**config.mk**
```make
export PLATFORM = sky130hd
export DESIGN_NAME = jos_ram
export DESIGN_NICKNAME = d
export VERILOG_FILES = /design/src/design/jos_ram.sv
export SDC_FILE = /design/constraint.sdc
export NUM_CORES = 1
export LEC_CHECK = 0
export BUFFER_PORTS_ARGS = -buffer_cell sky130_fd_sc_hd__buf_2
export CORE_AREA = 3 3 48 50
export DETAILED_ROUTE_END_ITERATION = 12
export DIE_AREA = 0 0 51 53
export HOLD_SLACK_MARGIN = 0.03
export MAX_ROUTING_LAYER = met4
export PLACE_DENSITY = 0.7
export REMOVE_ABC_BUFFERS = 1
export SETUP_SLACK_MARGIN = 0.1
export SYNTH_ARGS = -nofsm -noshare
export SYNTH_HDL_FRONTEND = slang
export SYNTH_SLANG_ARGS = --single-unit
```
**constraint.sdc**
```tcl
create_clock -name clock -period 1 [get_ports clock]
set_clock_uncertainty 0.2 [all_clocks]
set_input_delay 0.05 -clock clock [delete_from_list [all_inputs] [get_ports clock]]
set_output_delay 0.05 -clock clock [all_outputs]
set_load 0.005 [all_outputs]
```
**src/design/jos_ram.sv**
```systemverilog
// Generic single-write, single-read RAM with registered read data.
// No dependencies.
`default_nettype none

module jos_ram #(
   parameter int WIDTH = 8,
   parameter int DEPTH = 2
) (
   input  wire logic                     clock,
   input  wire logic                     wr_en,
   input  wire logic [$clog2(DEPTH)-1:0] wr_addr,
   input  wire logic [WIDTH-1:0]         wr_data,
   input  wire logic                     rd_en,
   input  wire logic [$clog2(DEPTH)-1:0] rd_addr,
   output logic      [WIDTH-1:0]         rd_data
);

   logic [WIDTH-1:0] mem_ff [DEPTH];
   logic [WIDTH-1:0] rd_data_ff;

   always_ff @(posedge clock) begin
      if (wr_en) begin
         mem_ff[wr_addr] <= wr_data;
      end
      if (rd_en) begin
         rd_data_ff <= mem_ff[rd_addr];
      end
   end

   assign rd_data = rd_data_ff;

endmodule

`default_nettype wire

```
==> impl_metrics.py <==
metrics = {
    "status": {
        "status": "finished with violations",
        "failed_checks": "negative hold slack, negative setup slack",
    },
    "cts": {
        "ctsHoldBuffers": 8,
        "insertion_delay_ns": 0.29,
        "cts_buffers": 3,
        "root_buffer": "clkbuf_4",
        "post_cts_buffers": 0,
        "post_cts_resized": 0,
        "clockBufferDepth": 2,
        "cts_tree": "built",
        "htree_levels": 1,
        "clock-sinks": 24,
        "path_clk_slew_ns": 0.11,
    },
    "detailed_routing": {
        "finalWirelength_mm": 1.063,
        "routed_via_density": 4.168,
        "vias": 396,
        "drt_pass1_iterations": 2,
        "wl_per_cell_um": 11.19,
        "drc": 0,
        "ant_nets": 0,
        "drt_iter0_markers": 3,
    },
    "timing": {
        "setup_violations": 16,
        "worst_pin_slew_ns": 0.2451,
        "period_share": 1.101,
        "period_needed_ns": 1.101,
        "worst_slack_ns": -0.1009,
        "rsz0062_at_grt": "true",
        "whs_ns": -0.1176,
        "slew_viol_final": 0,
        "max-slew-margin-rel": 0.8366,
        "hold_viol": 8,
        "fmax_mhz": 908.4,
    },
    "worst_setup_path": {
        "cp.arrival_ns": 0.95,
        "endpoint_kind": "flop",
        "path_max_fanout": 1,
        "required_ns": 0.85,
        "path_cells": "mux2_4",
        "critPathBufInv": 0,
        "critPathLaunchType": "flop",
        "crit_path_top_delay_cell": "edfxtp_1",
        "cpPeakStageDelay_ns": 0.39,
        "worst-setup-path-type": "flop to flop",
        "path_delay_family": "flip-flops",
    },
    "cells_and_area": {
        "fin_cells": 95,
        "final_area_um2": 1112,
        "diodes": 0,
        "num-fill-cells": 157,
        "syn2layout_area_growth_pct": 28.65,
        "fin_nets": 83,
        "drive_gt1_frac": 0.5000,
    },
    "power": {
        "ir_worst_vdd_uv": 1185,
        "power.density_nw_per_um2": 1567,
        "leakagePower_nw": 0.4403,
    },
    "synth": {
        "ys_seq_area_frac": 0.8336,
        "ys_types": 5,
        "synthesis.area_um2": 864.6,
        "yosysWarnings": 0,
        "synth_seq_cells": 24,
        "synth.avg_cell_area_um2": 24.70,
        "synth_cells": 35,
    },
    "placed_design": {
        "numPortBuffers": 20,
        "dp.cells": 84,
        "placed_cell_area_um2": 1010,
        "globalplace.congestion": 0.5840,
    },
    "grt": {
        "antenna_found_initial": 0,
        "grt_pass1_wl_mm": 1.635,
        "grt_pass1_vias": 406,
        "grt_max_degree": 13,
        "gr-total-overflow": 0,
        "track_usage": 0.08597,
    },
    "floorplanning": {
        "fp.dieW_um": 51,
        "dieArea_um2": 2703,
        "rows": 16,
        "coreArea_um2": 1942,
        "die_h_um": 53,
        "num_io_pins": 21,
        "start_util": 0.4452,
    },
    "flow_run": {
        "max_cap_viol_count": 0,
    },
    "hold_path": {
        "min-delay-path-class": "input port to flop",
    },
}
==> cell usage in the layout (no fill, tap or decap) <==
cell type	Yosys	final
and2_1	1	1
dlygate4sd3_1	0	8
buf_4	0	3
buf_2	0	20
nor2b_1	1	1
edfxtp_1	24	24
mux2_4	8	8
clkbuf_4	0	3
==> worst paths after layout <==
check                    startpoint              endpoint  slack (ns)  cells past startpoint
max          mem_ff[0][6]$_DFFE_PP_  rd_data[6]$_DFFE_PP_       -0.10                      1
min                           rd_en  rd_data[3]$_DFFE_PP_       -0.12                      1
max reg2reg  mem_ff[0][6]$_DFFE_PP_  rd_data[6]$_DFFE_PP_       -0.10                      1
min reg2reg  mem_ff[1][1]$_DFFE_PP_  rd_data[1]$_DFFE_PP_        0.36                      1
==> cells by family after synthesis <==
logic type / synth area share
DFF: 0.8336
muxes: 0.1389
and+or+nand+nor: 0.01448
buffers and inverters: 0.01302
==> registers in the layout, summed over array words and instances, names as in the netlist <==
| register | cells |
|---|---|
| mem_ff | 16 |
| rd_data | 8 |
==> through the flow <==
stage          setup WS, ns  power, mW  hold slack [ns]    util  setup TNS (ns)
5_1_grt             -0.1328      1.807          -0.1089  0.5728          -1.523
3_5_place_dp       -0.09447      1.368          0.04148  0.5200         -0.6693
6_report            -0.1009      1.743          -0.1176  0.5728         -0.9624
4_1_cts             -0.1067      1.753          -0.1174  0.5728          -1.118
2_1_floorplan      -0.05036      1.286         -0.05113       -         -0.7504
3_3_place_gp       -0.07561      1.360          0.03716  0.5200         -0.5219
==> cell type report <==
class	count	area [um^2]	share of cell area
Clock buffer	3	22.52	0.02025
Multi-Input combinational cell	10	132.6	0.1192
Sequential cell	24	720.7	0.6479
Timing Repair Buffer	31	202.7	0.1822
Tap cell	27	33.78	0.03037
==> power by group <==
group / total, mW / internal [mW] / switching (mW)
logic: 0.161 / 0.104 / 0.0577
registers: 1.20 / 1.19 / 0.0163
clock network: 0.379 / 0.140 / 0.239
total: 1.74 / 1.43 / 0.313
==> Yosys cell counts, drive strengths merged <==
cell type,n,area [um^2]
mux2,8,120.1
buf,1,11.26
nor2b,1,6.260
edfxtp,24,720.7
and2,1,6.260
==> per-layer routing <==
layer  vias to the layer above  track usage  part of all wire
li1                        204            -                 -
met1                       172      0.08550              0.42
met2                        20       0.1738              0.50
met3                         0      0.01690             0.077
met4                         0      0.01345                 0
met5                         -            -                 0
Note: power is estimated with default switching activity, not from simulation.
