===== config.mk =====
export PLATFORM = sky130hd
export DESIGN_NAME = jos_rsp_queue
export DESIGN_NICKNAME = d
export VERILOG_FILES = /design/src/design/jos_rsp_queue.sv
export SDC_FILE = /design/constraint.sdc
export NUM_CORES = 1
export LEC_CHECK = 0
export ABC_AREA = 1
export BUFFER_PORTS_ARGS = -buffer_cell sky130_fd_sc_hd__buf_2
export CORE_MARGIN = 8
export CORE_UTILIZATION = 44
export DETAILED_ROUTE_END_ITERATION = 6
export GPL_ROUTABILITY_DRIVEN = 0
export MAX_ROUTING_LAYER = met4
export PLACE_DENSITY = 0.68
export SYNTH_ARGS = -nofsm -noshare
export SYNTH_HDL_FRONTEND = slang
export SYNTH_SLANG_ARGS = --single-unit

===== constraint.sdc =====
create_clock -name clock -period 1.4 [get_ports clock]
set_input_delay 0.35 -clock clock [delete_from_list [all_inputs] [get_ports clock]]
set_output_delay 0.35 -clock clock [all_outputs]
set_load 0.02 [all_outputs]

===== src/design/jos_rsp_queue.sv =====
// Two-beat result queue between the executor and the result channel.
// No dependencies.
`default_nettype none

module jos_rsp_queue #(
   parameter int WIDTH = 8
) (
   input  wire logic             clock,
   input  wire logic             reset,
   input  wire logic             push,
   input  wire logic [WIDTH-1:0] push_data,
   output logic                  space,
   input  wire logic             pop,
   output logic                  valid,
   output logic      [WIDTH-1:0] head
);

   logic [1:0]       cnt_ff, cnt_in;
   logic [WIDTH-1:0] slot0_ff, slot0_in;
   logic [WIDTH-1:0] slot1_ff, slot1_in;

   assign space = (cnt_ff != 2'd2);
   assign valid = (cnt_ff != 2'd0);
   assign head  = slot0_ff;

   always_comb begin
      cnt_in   = cnt_ff + {1'b0, push} - {1'b0, pop};
      slot0_in = slot0_ff;
      slot1_in = slot1_ff;
      if (pop) begin
         slot0_in = (cnt_ff == 2'd2 || !push) ? slot1_ff : push_data;
         if (push && cnt_ff == 2'd2) begin
            slot1_in = push_data;
         end
      end else if (push) begin
         if (cnt_ff == 2'd0) begin
            slot0_in = push_data;
         end else begin
            slot1_in = push_data;
         end
      end
   end

   always_ff @(posedge clock) begin
      if (reset) begin
         cnt_ff <= 2'd0;
      end else begin
         cnt_ff <= cnt_in;
      end
      slot0_ff <= slot0_in;
      slot1_ff <= slot1_in;
   end

endmodule

`default_nettype wire


==> results of run 1 <==
-- placed cells by master (no fill, tap or decap), drive strengths merged --
cell type	n
inv	7
dfxtp	2
a21oi	2
a31o	1
clkbuf	4
nand2	24
buf	24
ha	2
nand3	9
nor2	2
edfxtp	16
-- cells by family (layout without fill, tap and decap cells) --
| kind of cell | count (synthesis) | count (layout) | synth area share |
|---|---|---|---|
| AOI/OAI and AO/OA | 3 | 3 | 0.0247 |
| buffers and inverters | 8 | 35 | 0.0411 |
| and+or+nand+nor | 35 | 35 | 0.217 |
| adders and majority gates | 2 | 2 | 0.0329 |
| DFF | 18 | 18 | 0.684 |
-- power by group through the flow --
stage,clock (mW),sequential [mW],combinational (mW)
6_report,0.316,0.682,0.277
5_1_grt,0.346,0.691,0.306
4_1_cts,0.324,0.681,0.282
3_5_place_dp,0,0.693,0.282
3_3_place_gp,0,0.691,0.275
2_1_floorplan,0,0.736,0.137
-- layer usage --
layer	part of all wire	up-vias	global-route usage
li1	-	275	-
met1	0.41	239	0.0872
met2	0.51	21	0.175
met3	0.068	4	0.0314
met4	0.017	0	0.0536
met5	0	-	-
-- state kept, by name, indices dropped and copies added (netlist names) --
signal    count
head          8
slot1_ff      8
cnt_ff        2
-- worst register-to-register path: stages (launching register included) --
cell and delay (ns):
dfxtp_2 0.35, inv_2 0.07, ha_1 0.27, inv_1 0.04, ha_1 0.18, inv_1 0.05, nand2_1 0.05, a21oi_1 0.14
nor2_1 0.06
-- final cells by class --
type,count,area (sq um),area share
sequential,18,523,0.552
multi-input combinational,40,213,0.225
timing repair buffer,24,128,0.135
clock buffer,4,36.3,0.0383
inverter,7,26.3,0.0277
tap,17,21.3,0.0225
-- worst paths after layout --
check / start / end / depth (start not counted)
worst max-delay path: cnt_ff[1] / valid / 3
worst min-delay path: reset / cnt_ff[0] / 2
worst max register to register: cnt_ff[0] / cnt_ff[1] / 8
worst min register to register: slot1_ff[0] / head[0] / 2
-- metrics by stage --
stage	power, mW	hold WS, ns	worst slack [ns]	area (sq um)
floorplan	0.873	0.421	0.0624	764
global placement	0.966	0.526	0.0733	908
detailed placement	0.975	0.529	0.0345	908
CTS	1.29	0.212	0.0163	945
global route	1.34	0.199	-0.000293	947
finish	1.27	0.211	0.0707	947
==> reports/qor.yml, run 1 <==
status: "complete, no violations"
syn_nets: 80
cp_top_family: "flip-flops"
core_sq_um: 1670
async_flop_share: 0
cts_hold_buf: 0
p_per_area_nw_per_um2: 1350
nNetsFinal: 108
crit_arrival_ns: 0.98
synth_edf_count: 16
post-dp-hpwl_um: 1090
setup_violations: 0
start_util: 0.455
dp_cells: 106
seq_area_frac_synth: 0.684
crit_path_cell_trace: "inv_1 > nand2_1 > buf_2"
slowest_delay_ns: 0.34
syn_avg_cell_area_sq_um: 11.5
clock-sinks: 18
cts.path.max_buffers: 2
cts.htree.levels: 1
cp_num_buf_inv: 2
antenna_found_initial: 0
cp-start-kind: "flip-flop"
tns_ns: 0
drtAntennaViolNets: 0
switching_share: 0.279
crit_path_max_fanout: 4
die_h_um: 57.6
synth_area_leaders: "edfxtp_1 63%, nand2_1 10%, nand3_1 5.9%, dfxtp_1 5.3%, nand2_4 4.4%"
crit_path_end_kind: "primary output"
die_area_sq_um: 3320
fmax_ghz: 0.752
p_switching_mw: 0.356
syn_inst: 66
synth_top_area_frac: 0.632
pwr-share-comb: 0.217
synth_ff_type: "edfxtp_1"
synthTopCellsByCount: "21 x nand2_1, 16 x edfxtp_1, 9 x nand3_1, 6 x inv_1, 3 x nand2_4"
p_leak_nw: 0.448
slew_viol_final: 0
netlist_area_sq_um: 761
drive_gt1_frac: 0.387
root_buffer: "clkbuf_4"
finalHoldViolations: 0
p_clk_frac: 0.248
clkTransAtPathRegs_ns: 0.10
yosysMostFrequentCell: "nand2_1"
postCtsSetupBuffers: 0
finalNonFillerCells: 110
portBuffers: 21
netlist-cell-type-count: 12
grt_use_total: 0.0969
first_global_vias: 572
ff2ff_setup_slack_ns: 0.10
num_antenna_cells: 0
grt_pass1_wl_um: 2380
area_growth_pct: 24.5
rows: 15
grt_start_max_net_pins: 12
finalCritPeriodShare: 0.950
drtIter0Drc: 5
fill_cells: 150
num_vias: 539
cp_slowest_cell: "dfxtp_2"
cts_resized: 0
synth.largest_area_cell: "edfxtp_1"
first_pass_iters: 4
dieWidth_um: 57.6
drt_wl_total_um: 1380
finalCriticalPeriod_ns: 1.33
final_core_util: 0.567
p_int_mw: 0.919
yosysWarnings: 0
fin_skew_ns: 0.00550
worst_pin_slew_ns: 0.223
cts_buffers: 3
max-vdd-ir-drop_uv: 621
ys_ff_latch: 18
routedWlPerCell_um: 12.5
path_class: "reg2out"
worstHoldPathType: "in2reg"
drcViolationCount: 0
grt-ovfl-total: 0
clock_latency_ns: 0.29
io_pins: 22
relSlewSlack: 0.852
cts_tree: "built"
routed_via_density: 4.90
power_frac_seq: 0.535
worstPathRequired_ns: 1.05
maxCapViolCount: 0
Note: power is estimated with default switching activity, not from simulation.
==> run 2: changes to the inputs <==
- REMOVE_ABC_BUFFERS: default -> 1
==> reports/qor.yml, run 2 (synthesis results as in run 1) <==
status: "complete, no violations"
fin_skew_ns: 0.00412  # -0.00138 ns
drt_wl_total_um: 1390  # +0.87%
cts_hold_buf: 0  # unchanged
crit_path_max_fanout: 4  # unchanged
fill_cells: 151  # +0.67%
first_global_vias: 496  # -13%
drcViolationCount: 0  # unchanged
slew_viol_final: 0  # unchanged
worstPathRequired_ns: 1.05  # about the same
grt_start_max_net_pins: 12  # unchanged
dp_cells: 106  # unchanged
cts.path.max_buffers: 2  # unchanged
finalCriticalPeriod_ns: 1.33  # -0.000297 ns
crit_path_end_kind: "primary output"
top_layer_used: "met4"
clock-sinks: 18  # unchanged
cts_resized: 0  # unchanged
timing.final.ws_setup_ns: 0.0709  # +0.000297 ns
cts_buffers: 3  # unchanged
post-dp-hpwl_um: 1060  # -2.8%
grt-ovfl-total: 0  # unchanged
routed_via_density: 4.82  # -1.7%
cts.htree.levels: 1  # unchanged
total_power_mw: 1.27  # -0.53%
wl_met1_um: 569  # +1.2%
cp_num_buf_inv: 2  # unchanged
first_pass_iters: 4  # unchanged
holdPathStages: 2  # unchanged
p_leak_nw: 0.449  # about the same
rsz0062_at_grt: "no"
met3_length_um: 82  # -13%
maxCapViolCount: 0  # unchanged
relSlewSlack: 0.855  # +0.00381
max-vdd-ir-drop_uv: 722  # +16%
clock_latency_ns: 0.28  # about the same
grt_use_total: 0.0861  # -0.0108
cp_slowest_cell: "dfxtp_2"
num_antenna_cells: 0  # unchanged
io_pins: 22  # unchanged
wl_met2_um: 718  # +3.2%
rows: 15  # unchanged
worst_pin_slew_ns: 0.217  # -0.00571 ns
core_sq_um: 1670  # unchanged
drtAntennaViolNets: 0  # unchanged
start_util: 0.455  # unchanged
crit_cells: 3  # unchanged
dieWidth_um: 57.6  # unchanged
root_buffer: "clkbuf_4"
drive_gt1_frac: 0.376  # -0.0108
portBuffers: 21  # unchanged
antenna_found_initial: 0  # unchanged
grt_pass1_wl_um: 2160  # -9.3%
nNetsFinal: 108  # unchanged
die_h_um: 57.6  # unchanged
slowest_delay_ns: 0.36  # +0.02 ns
num_vias: 530  # -1.7%
finalNonFillerCells: 110  # unchanged
postCtsSetupBuffers: 0  # unchanged
final_core_util: 0.565  # -0.00225
setup_violations: 0  # unchanged
clkTransAtPathRegs_ns: 0.10  # about the same
ff2ff_path_depth: 8  # unchanged
cp-start-kind: "flip-flop"
cts_tree: "built"
crit_arrival_ns: 0.98  # about the same
cp_top_family: "flip-flops"
area_growth_pct: 24.0
die_area_sq_um: 3320  # unchanged
worstHoldPathType: "in2reg"
fmax_ghz: 0.752  # about the same
finalCritPeriodShare: 0.949  # about the same
drtIter0Drc: 13  # +8
finalHoldViolations: 0  # unchanged
layout_common_cells: "21 x nand2_1, 21 x buf_2, 16 x edfxtp_1, 9 x nand3_1, 6 x inv_1"
crit_path_cell_trace: "inv_1 > nand2_1 > buf_2"
timing.hold.ws_ns: 0.214  # +0.00299 ns
dp_slack_ns: 0.0172  # -0.0173 ns
p_per_area_nw_per_um2: 1340  # -0.14%
routedWlPerCell_um: 12.6  # +0.87%
path_class: "reg2out"
-- run 2: cell counts in the layout (fill, tap and decap cells not counted) --
Identical to the previous run, type by type.
-- run 2: layout make-up --
type | instances | area (sq um) | share of cell area
timing repair buffer | 24 | 128 | 0.135
inverter | 7 | 26.3 | 0.0279
tap | 17 | 21.3 | 0.0225
sequential | 18 | 523 | 0.554
multi-input combinational | 40 | 209 | 0.221
clock buffer | 4 | 36.3 | 0.0385
-- run 2: through the flow --
stage               setup TNS [ns]  area, sq um
floorplan                   -0.938          756
global placement                 0          905
detailed placement               0          905
CTS                              0          941
global route                     0          943
finish                           0          943
-- run 2: routing by layer --
| metal | up-vias | GRT usage |
|---|---|---|
| met4 | 0 | 0.0429 |
| met1 | 232 | 0.0861 |
| li1 | 278 | - |
| met3 | 2 | 0.0314 |
| met2 | 18 | 0.145 |
| met5 | - | - |
-- run 2: worst paths after layout --
path / from / endpoint / slack, ns
worst max-delay path: cnt_ff[1] / valid / 0.07
worst min-delay path: reset / cnt_ff[0] / 0.21
worst max register to register: cnt_ff[0] / cnt_ff[1] / 0.10
worst min register to register: slot1_ff[1] / head[1] / 0.56
-- run 2: where the power goes --
group          switching [mW]  leakage, nW  internal, mW  total, mW
sequential             0.0184        0.173         0.664      0.682
clock                   0.150       0.0210         0.158      0.309
combinational           0.180        0.255        0.0969      0.277
