File: src/design/jos_pkg.sv
// Shared types and constants for the JVM operand stack shuffle unit.
// No dependencies; the other design files that use it refer to this package by scope.
`default_nettype none

package jos_pkg;

   // Sizing
   localparam int STACK_DEPTH_DEFAULT = 64;
   localparam int WORD_W              = 64;
   localparam int CMD_W               = 3;
   localparam int STATUS_W            = 2;
   localparam int DEPTH_W_DEFAULT     = $clog2(STACK_DEPTH_DEFAULT + 1);

   // Top-of-stack window: circular register file indexed by stack position mod 8
   localparam int CACHE_SLOTS = 8;
   localparam int SLOT_W      = 3;
   // Window occupancy thresholds (entries from window base to top)
   localparam int FILL_BELOW  = 4;
   localparam int SPILL_ABOVE = 6;

   // Relative write ports of one command: positions depth-3 .. depth+1
   localparam int WR_PORTS = 5;

   // Command codes
   localparam logic [CMD_W-1:0] CMD_PUSH   = 3'd0;
   localparam logic [CMD_W-1:0] CMD_POP    = 3'd1;
   localparam logic [CMD_W-1:0] CMD_POP2   = 3'd2;
   localparam logic [CMD_W-1:0] CMD_DUP    = 3'd3;
   localparam logic [CMD_W-1:0] CMD_DUP_X1 = 3'd4;
   localparam logic [CMD_W-1:0] CMD_DUP_X2 = 3'd5;
   localparam logic [CMD_W-1:0] CMD_DUP2   = 3'd6;

   // Status codes
   localparam logic [STATUS_W-1:0] ST_OK    = 2'd0;
   localparam logic [STATUS_W-1:0] ST_CAT   = 2'd1;
   localparam logic [STATUS_W-1:0] ST_UNDER = 2'd2;
   localparam logic [STATUS_W-1:0] ST_OVER  = 2'd3;

   // One stack entry; cat2 set means category two
   typedef struct packed {
      logic              cat2;
      logic [WORD_W-1:0] value;
   } entry_type;

   // What the executor sees of the stack
   typedef struct packed {
      logic            has1;   // depth >= 1
      logic            has2;   // depth >= 2
      logic            has3;   // depth >= 3
      logic            room1;  // one more entry fits
      logic            room2;  // two more entries fit
      entry_type [2:0] top3;   // [0] is the top
   } view_type;

   // Executor decision for one command
   typedef struct packed {
      logic [STATUS_W-1:0]      status;
      logic [1:0]               grow;
      logic [1:0]               shrink;
      logic [WR_PORTS-1:0]      wr_en;    // bit i writes position depth-3+i
      entry_type [WR_PORTS-1:0] wr_data;
      entry_type                top;      // new top entry when depth stays nonzero
   } exec_type;

endpackage

`default_nettype wire

File: src/design/jos_exec.sv
// Command executor: category checks, bounds checks and the shuffle of the top entries.
// Depends on jos_pkg (codes, entry/view/exec structs). Purely combinational.
`default_nettype none

module jos_exec (
   input  wire logic [jos_pkg::CMD_W-1:0] command,
   input  wire jos_pkg::entry_type        push_entry,
   input  wire jos_pkg::view_type         view,
   output jos_pkg::exec_type              result
);

   jos_pkg::entry_type t0, t1, t2;

   assign t0 = view.top3[0];
   assign t1 = view.top3[1];
   assign t2 = view.top3[2];

   always_comb begin
      result         = '0;
      result.status  = jos_pkg::ST_OK;
      result.top     = t0;
      result.wr_data = '0;

      case (command)
         jos_pkg::CMD_PUSH: begin
            if (!view.room1) begin
               result.status = jos_pkg::ST_OVER;
            end else begin
               result.grow       = 2'd1;
               result.wr_en[3]   = 1'b1;
               result.wr_data[3] = push_entry;
               result.top        = push_entry;
            end
         end
         jos_pkg::CMD_POP: begin
            if (!view.has1) begin
               result.status = jos_pkg::ST_UNDER;
            end else if (t0.cat2) begin
               result.status = jos_pkg::ST_CAT;
            end else begin
               result.shrink = 2'd1;
               result.top    = t1;
            end
         end
         jos_pkg::CMD_POP2: begin
            if (!view.has1) begin
               result.status = jos_pkg::ST_UNDER;
            end else if (t0.cat2) begin
               result.shrink = 2'd1;
               result.top    = t1;
            end else if (!view.has2) begin
               result.status = jos_pkg::ST_UNDER;
            end else if (t1.cat2) begin
               result.status = jos_pkg::ST_CAT;
            end else begin
               result.shrink = 2'd2;
               result.top    = t2;
            end
         end
         jos_pkg::CMD_DUP: begin
            if (!view.has1) begin
               result.status = jos_pkg::ST_UNDER;
            end else if (t0.cat2) begin
               result.status = jos_pkg::ST_CAT;
            end else if (!view.room1) begin
               result.status = jos_pkg::ST_OVER;
            end else begin
               result.grow       = 2'd1;
               result.wr_en[3]   = 1'b1;
               result.wr_data[3] = t0;
            end
         end
         jos_pkg::CMD_DUP_X1: begin
            if (!view.has2) begin
               result.status = jos_pkg::ST_UNDER;
            end else if (t0.cat2 || t1.cat2) begin
               result.status = jos_pkg::ST_CAT;
            end else if (!view.room1) begin
               result.status = jos_pkg::ST_OVER;
            end else begin
               result.grow    = 2'd1;
               result.wr_en   = 5'b01110;
               result.wr_data[1] = t0;
               result.wr_data[2] = t1;
               result.wr_data[3] = t0;
            end
         end
         jos_pkg::CMD_DUP_X2: begin
            if (!view.has1) begin
               result.status = jos_pkg::ST_UNDER;
            end else if (t0.cat2) begin
               result.status = jos_pkg::ST_CAT;
            end else if (!view.has2) begin
               result.status = jos_pkg::ST_UNDER;
            end else if (t1.cat2) begin
               // second form: one cat1 over one cat2, same shape as dup_x1
               if (!view.room1) begin
                  result.status = jos_pkg::ST_OVER;
               end else begin
                  result.grow       = 2'd1;
                  result.wr_en      = 5'b01110;
                  result.wr_data[1] = t0;
                  result.wr_data[2] = t1;
                  result.wr_data[3] = t0;
               end
            end else if (!view.has3) begin
               result.status = jos_pkg::ST_UNDER;
            end else if (t2.cat2) begin
               result.status = jos_pkg::ST_CAT;
            end else if (!view.room1) begin
               result.status = jos_pkg::ST_OVER;
            end else begin
               result.grow       = 2'd1;
               result.wr_en      = 5'b01111;
               result.wr_data[0] = t0;
               result.wr_data[1] = t2;
               result.wr_data[2] = t1;
               result.wr_data[3] = t0;
            end
         end
         jos_pkg::CMD_DUP2: begin
            if (!view.has1) begin
               result.status = jos_pkg::ST_UNDER;
            end else if (t0.cat2) begin
               if (!view.room1) begin
                  result.status = jos_pkg::ST_OVER;
               end else begin
                  result.grow       = 2'd1;
                  result.wr_en[3]   = 1'b1;
                  result.wr_data[3] = t0;
               end
            end else if (!view.has2) begin
               result.status = jos_pkg::ST_UNDER;
            end else if (t1.cat2) begin
               result.status = jos_pkg::ST_CAT;
            end else if (!view.room2) begin
               result.status = jos_pkg::ST_OVER;
            end else begin
               result.grow       = 2'd2;
               result.wr_en      = 5'b11000;
               result.wr_data[3] = t1;
               result.wr_data[4] = t0;
            end
         end
         default: begin
            // unused code: no change, ok
         end
      endcase
   end

endmodule

`default_nettype wire

File: config.mk
export PLATFORM = sky130hd
export DESIGN_NAME = jos_exec
export DESIGN_NICKNAME = d
export VERILOG_FILES = /design/src/design/jos_pkg.sv /design/src/design/jos_exec.sv
export SDC_FILE = /design/constraint.sdc
export NUM_CORES = 1
export LEC_CHECK = 0
export BUFFER_PORTS_ARGS = -buffer_cell sky130_fd_sc_hd__buf_2
export CAP_MARGIN = 20
export CORE_AREA = 2 2 264 266
export DETAILED_ROUTE_END_ITERATION = 8
export DIE_AREA = 0 0 266 268
export GPL_TIMING_DRIVEN = 0
export PLACE_DENSITY = 0.34
export SLEW_MARGIN = 10
export SYNTH_ARGS = -nofsm -noshare
export SYNTH_HDL_FRONTEND = slang
export SYNTH_SLANG_ARGS = --single-unit
export TNS_END_PERCENT = 5
File: constraint.sdc
create_clock -name vclk -period 2.62
set_input_delay 0.393 -clock vclk [all_inputs]
set_output_delay 0.393 -clock vclk [all_outputs]
set_load 0.02 [all_outputs]
==> impl_metrics.toml <==
[placement]
io_buffers = 663
dp.cells = 2464
pre_cts_ws_ps = -1620
dpl.hpwl_um = 62900
place_congestion = 0.874

[sta]
timing.slew.headroom = 0.484
rsz0062_at_grt = "true"
finalHoldViolations = 0
period_minus_slack_ps = 2690
post-route-period-util = 1.03
worstMarginPinSlew_ps = 774
max_freq_mhz = 371
drv_slew = 0
setup_ws_ps = -74.1
setup_violations = 15

[drt]
wire_per_inst_um = 30.2
vias = 11638
ant_nets = 0
drt-total-wl_um = 75800
drcViolationCount = 0
drt-vias-per-instance = 4.64
drtIter0Drc = 1001
first_pass_iters = 5

[power_and_ir_drop]
p_sw_frac = 0.651
peakVddDrop_mv = 0.0423
power_w = 0.00148
power_frac_seq = 0
p_per_area_nw_per_um2 = 126
p_switching_w = 0.000966
combPwrFrac = 1.000
intPower_w = 0.000518
power_leakage_nw = 6.13
p_clk_frac = 0

[synthesis]
synth_fa_ha_area_frac = 0
muxShareOfSynthArea = 0.00174
synth_top_family_by_area = "compound AO/OA/AOI/OAI gates"
syn_area_um2 = 5740
yosysWarnings = 0
syn_inst = 912
syn_avg_cell_area_um2 = 6.29
synth.distinct_cells = 48
synth_xor_area_frac = 0
synth_compound_area_frac = 0.510
synthSimpleGateAreaFrac = 0.383
yosysSeqAreaShare = 0

[global_route]
antenna_found_initial = 29
grt.overflow.total = 0
grt_max_degree = 11
grt_pass1_wl_um = 97700
grt_pass1_vias = 11381
track_usage = 0.196

[min_path]
hold_class = "input pin to output port"
hold-path-endpoint = "result[324]"
whs_path_depth = 4
min-delay-start = "push_entry[64]"

[die]
die_area_um2 = 71300
io_pins = 669
chipWidth_um = 266
start_util = 0.0841
dieHeight_um = 268
core_area_um2 = 68200
row_count = 96

[worst_setup_path]
critPathArrivalTime_ps = 2300
cpPeakStageDelay_ps = 410
start_kind = "input pin"
end_kind = "output port"
cp.buffers_inverters = 4
slowest_stage = "o211ai_1"
critPathMostFrequentCell = "buf_4"
crit_type = "input pin to output port"
critPathRequiredTime_ps = 2230
crit_chain = "buf_2 -> nor2_1 -> nor4b_4 -> buf_4 -> nor2_4 -> clkbuf_2 -> o211ai_1 -> buf_4"
critPathMaxFanout = 10
cp_top_family = "buffers and inverters"

[layout]
fin_nets = 1881
final_cell_mix = "610 x buf_2, 136 x nand2_1, 128 x and2_1"
synthToLayoutAreaGrowth_pct = 105
n_clock_buffer = 0
final_util = 0.172
seq_cell_count = 0
seq_area_um2 = 0
layout_commonest_cell = "buf_2"
layout-drive-gt1-share = 0.531
layout.cells.non_filler = 2506

[flow_run]
maxCapViolations = 0

[status]
status = "finished with violations"
violations = "setup timing"

[clock_network]
hold_buffers = 0
[stage by stage]
stage	instance area (um2)	setup TNS [ps]	hold slack, ps
CTS	11300	-3350	1160
global route	11700	-5140	1180
global placement	10200	-455570	1160
finish	11800	-267	1150
detailed placement	10300	-315270	1160
floorplan	5740	0	938
[tightest hold or removal path: cells and delay by family]
family,cells,cell delay [ps]
buffers and inverters,2,250
AND/OR/NAND/NOR,1,50
AO/OA/AOI/OAI,1,60
[synthesized netlist by cell type (all sizes together), types with 3 or more instances]
master  count  area (um2)
inv         6        22.5
nor3        7        45.0
nand4      25         156
clkbuf     72         273
a21oi      60         300
a22o       64         561
or3b        3        28.8
o21ai      49         245
and2      128         801
nand3       3        15.0
a22oi      65         488
a221o      64         641
buf        51         307
a32o       39         390
o211ai     25         188
nand3b      3        22.5
nand2b      7        43.8
nor4        4        52.6
nand2     138         518
nor2       10        37.5
and3       64         400
[cells by family (layout without fill, tap and decap cells)]
family,after synthesis,count (layout)
AO/OA/AOI/OAI,380,380
buffers and inverters,129,826
multiplexers,1,1
other,1,16
AND/OR/NAND/NOR,401,401
[layout make-up]
cell class,instances,area (um2)
inverter,6,22.5
multi-input combinational,785,5420
buffer,122,1210
tap,882,1100
antenna,13,32.5
timing repair buffer,698,3960
fill,7950,56500
[per-layer routing]
metal  GRT usage  vias up  part of all wire
li1            -     4970                 -
met1       0.241     5690              0.41
met2       0.346      820              0.48
met3      0.0310      148             0.071
met4      0.0676       10             0.042
met5           0        -           0.00091
[worst max-delay path by stage]
| stage | startpoint | to | cells after the start |
|---|---|---|---|
| 2_1_floorplan | view[199] | result[392] | 7 |
| 3_3_place_gp | view[196] | result[165] | 8 |
| 3_5_place_dp | command[0] | result[300] | 10 |
| 4_1_cts | command[0] | result[312] | 10 |
| 5_1_grt | command[1] | result[312] | 8 |
| 6_report | command[1] | result[312] | 8 |
[power groups by stage]
stage | Clock (W) | Combinational (W) | Sequential [W]
finish | 0.000000000468 | 0.00148 | 0
global route | 0.000000000258 | 0.00156 | 0
detailed placement | 0 | 0.00135 | 0
floorplan | 0 | 0.000563 | 0
global placement | 0 | 0.00135 | 0
CTS | 0 | 0.00143 | 0
[what timing repair did]
item	in CTS	in global routing
resized for setup	274	119
pin swaps	14	8
setup buffers	15	9
gates cloned	3	3
endpoints found under the setup margin	395	301
No activity file was read; power rests on OpenSTA's default activity.
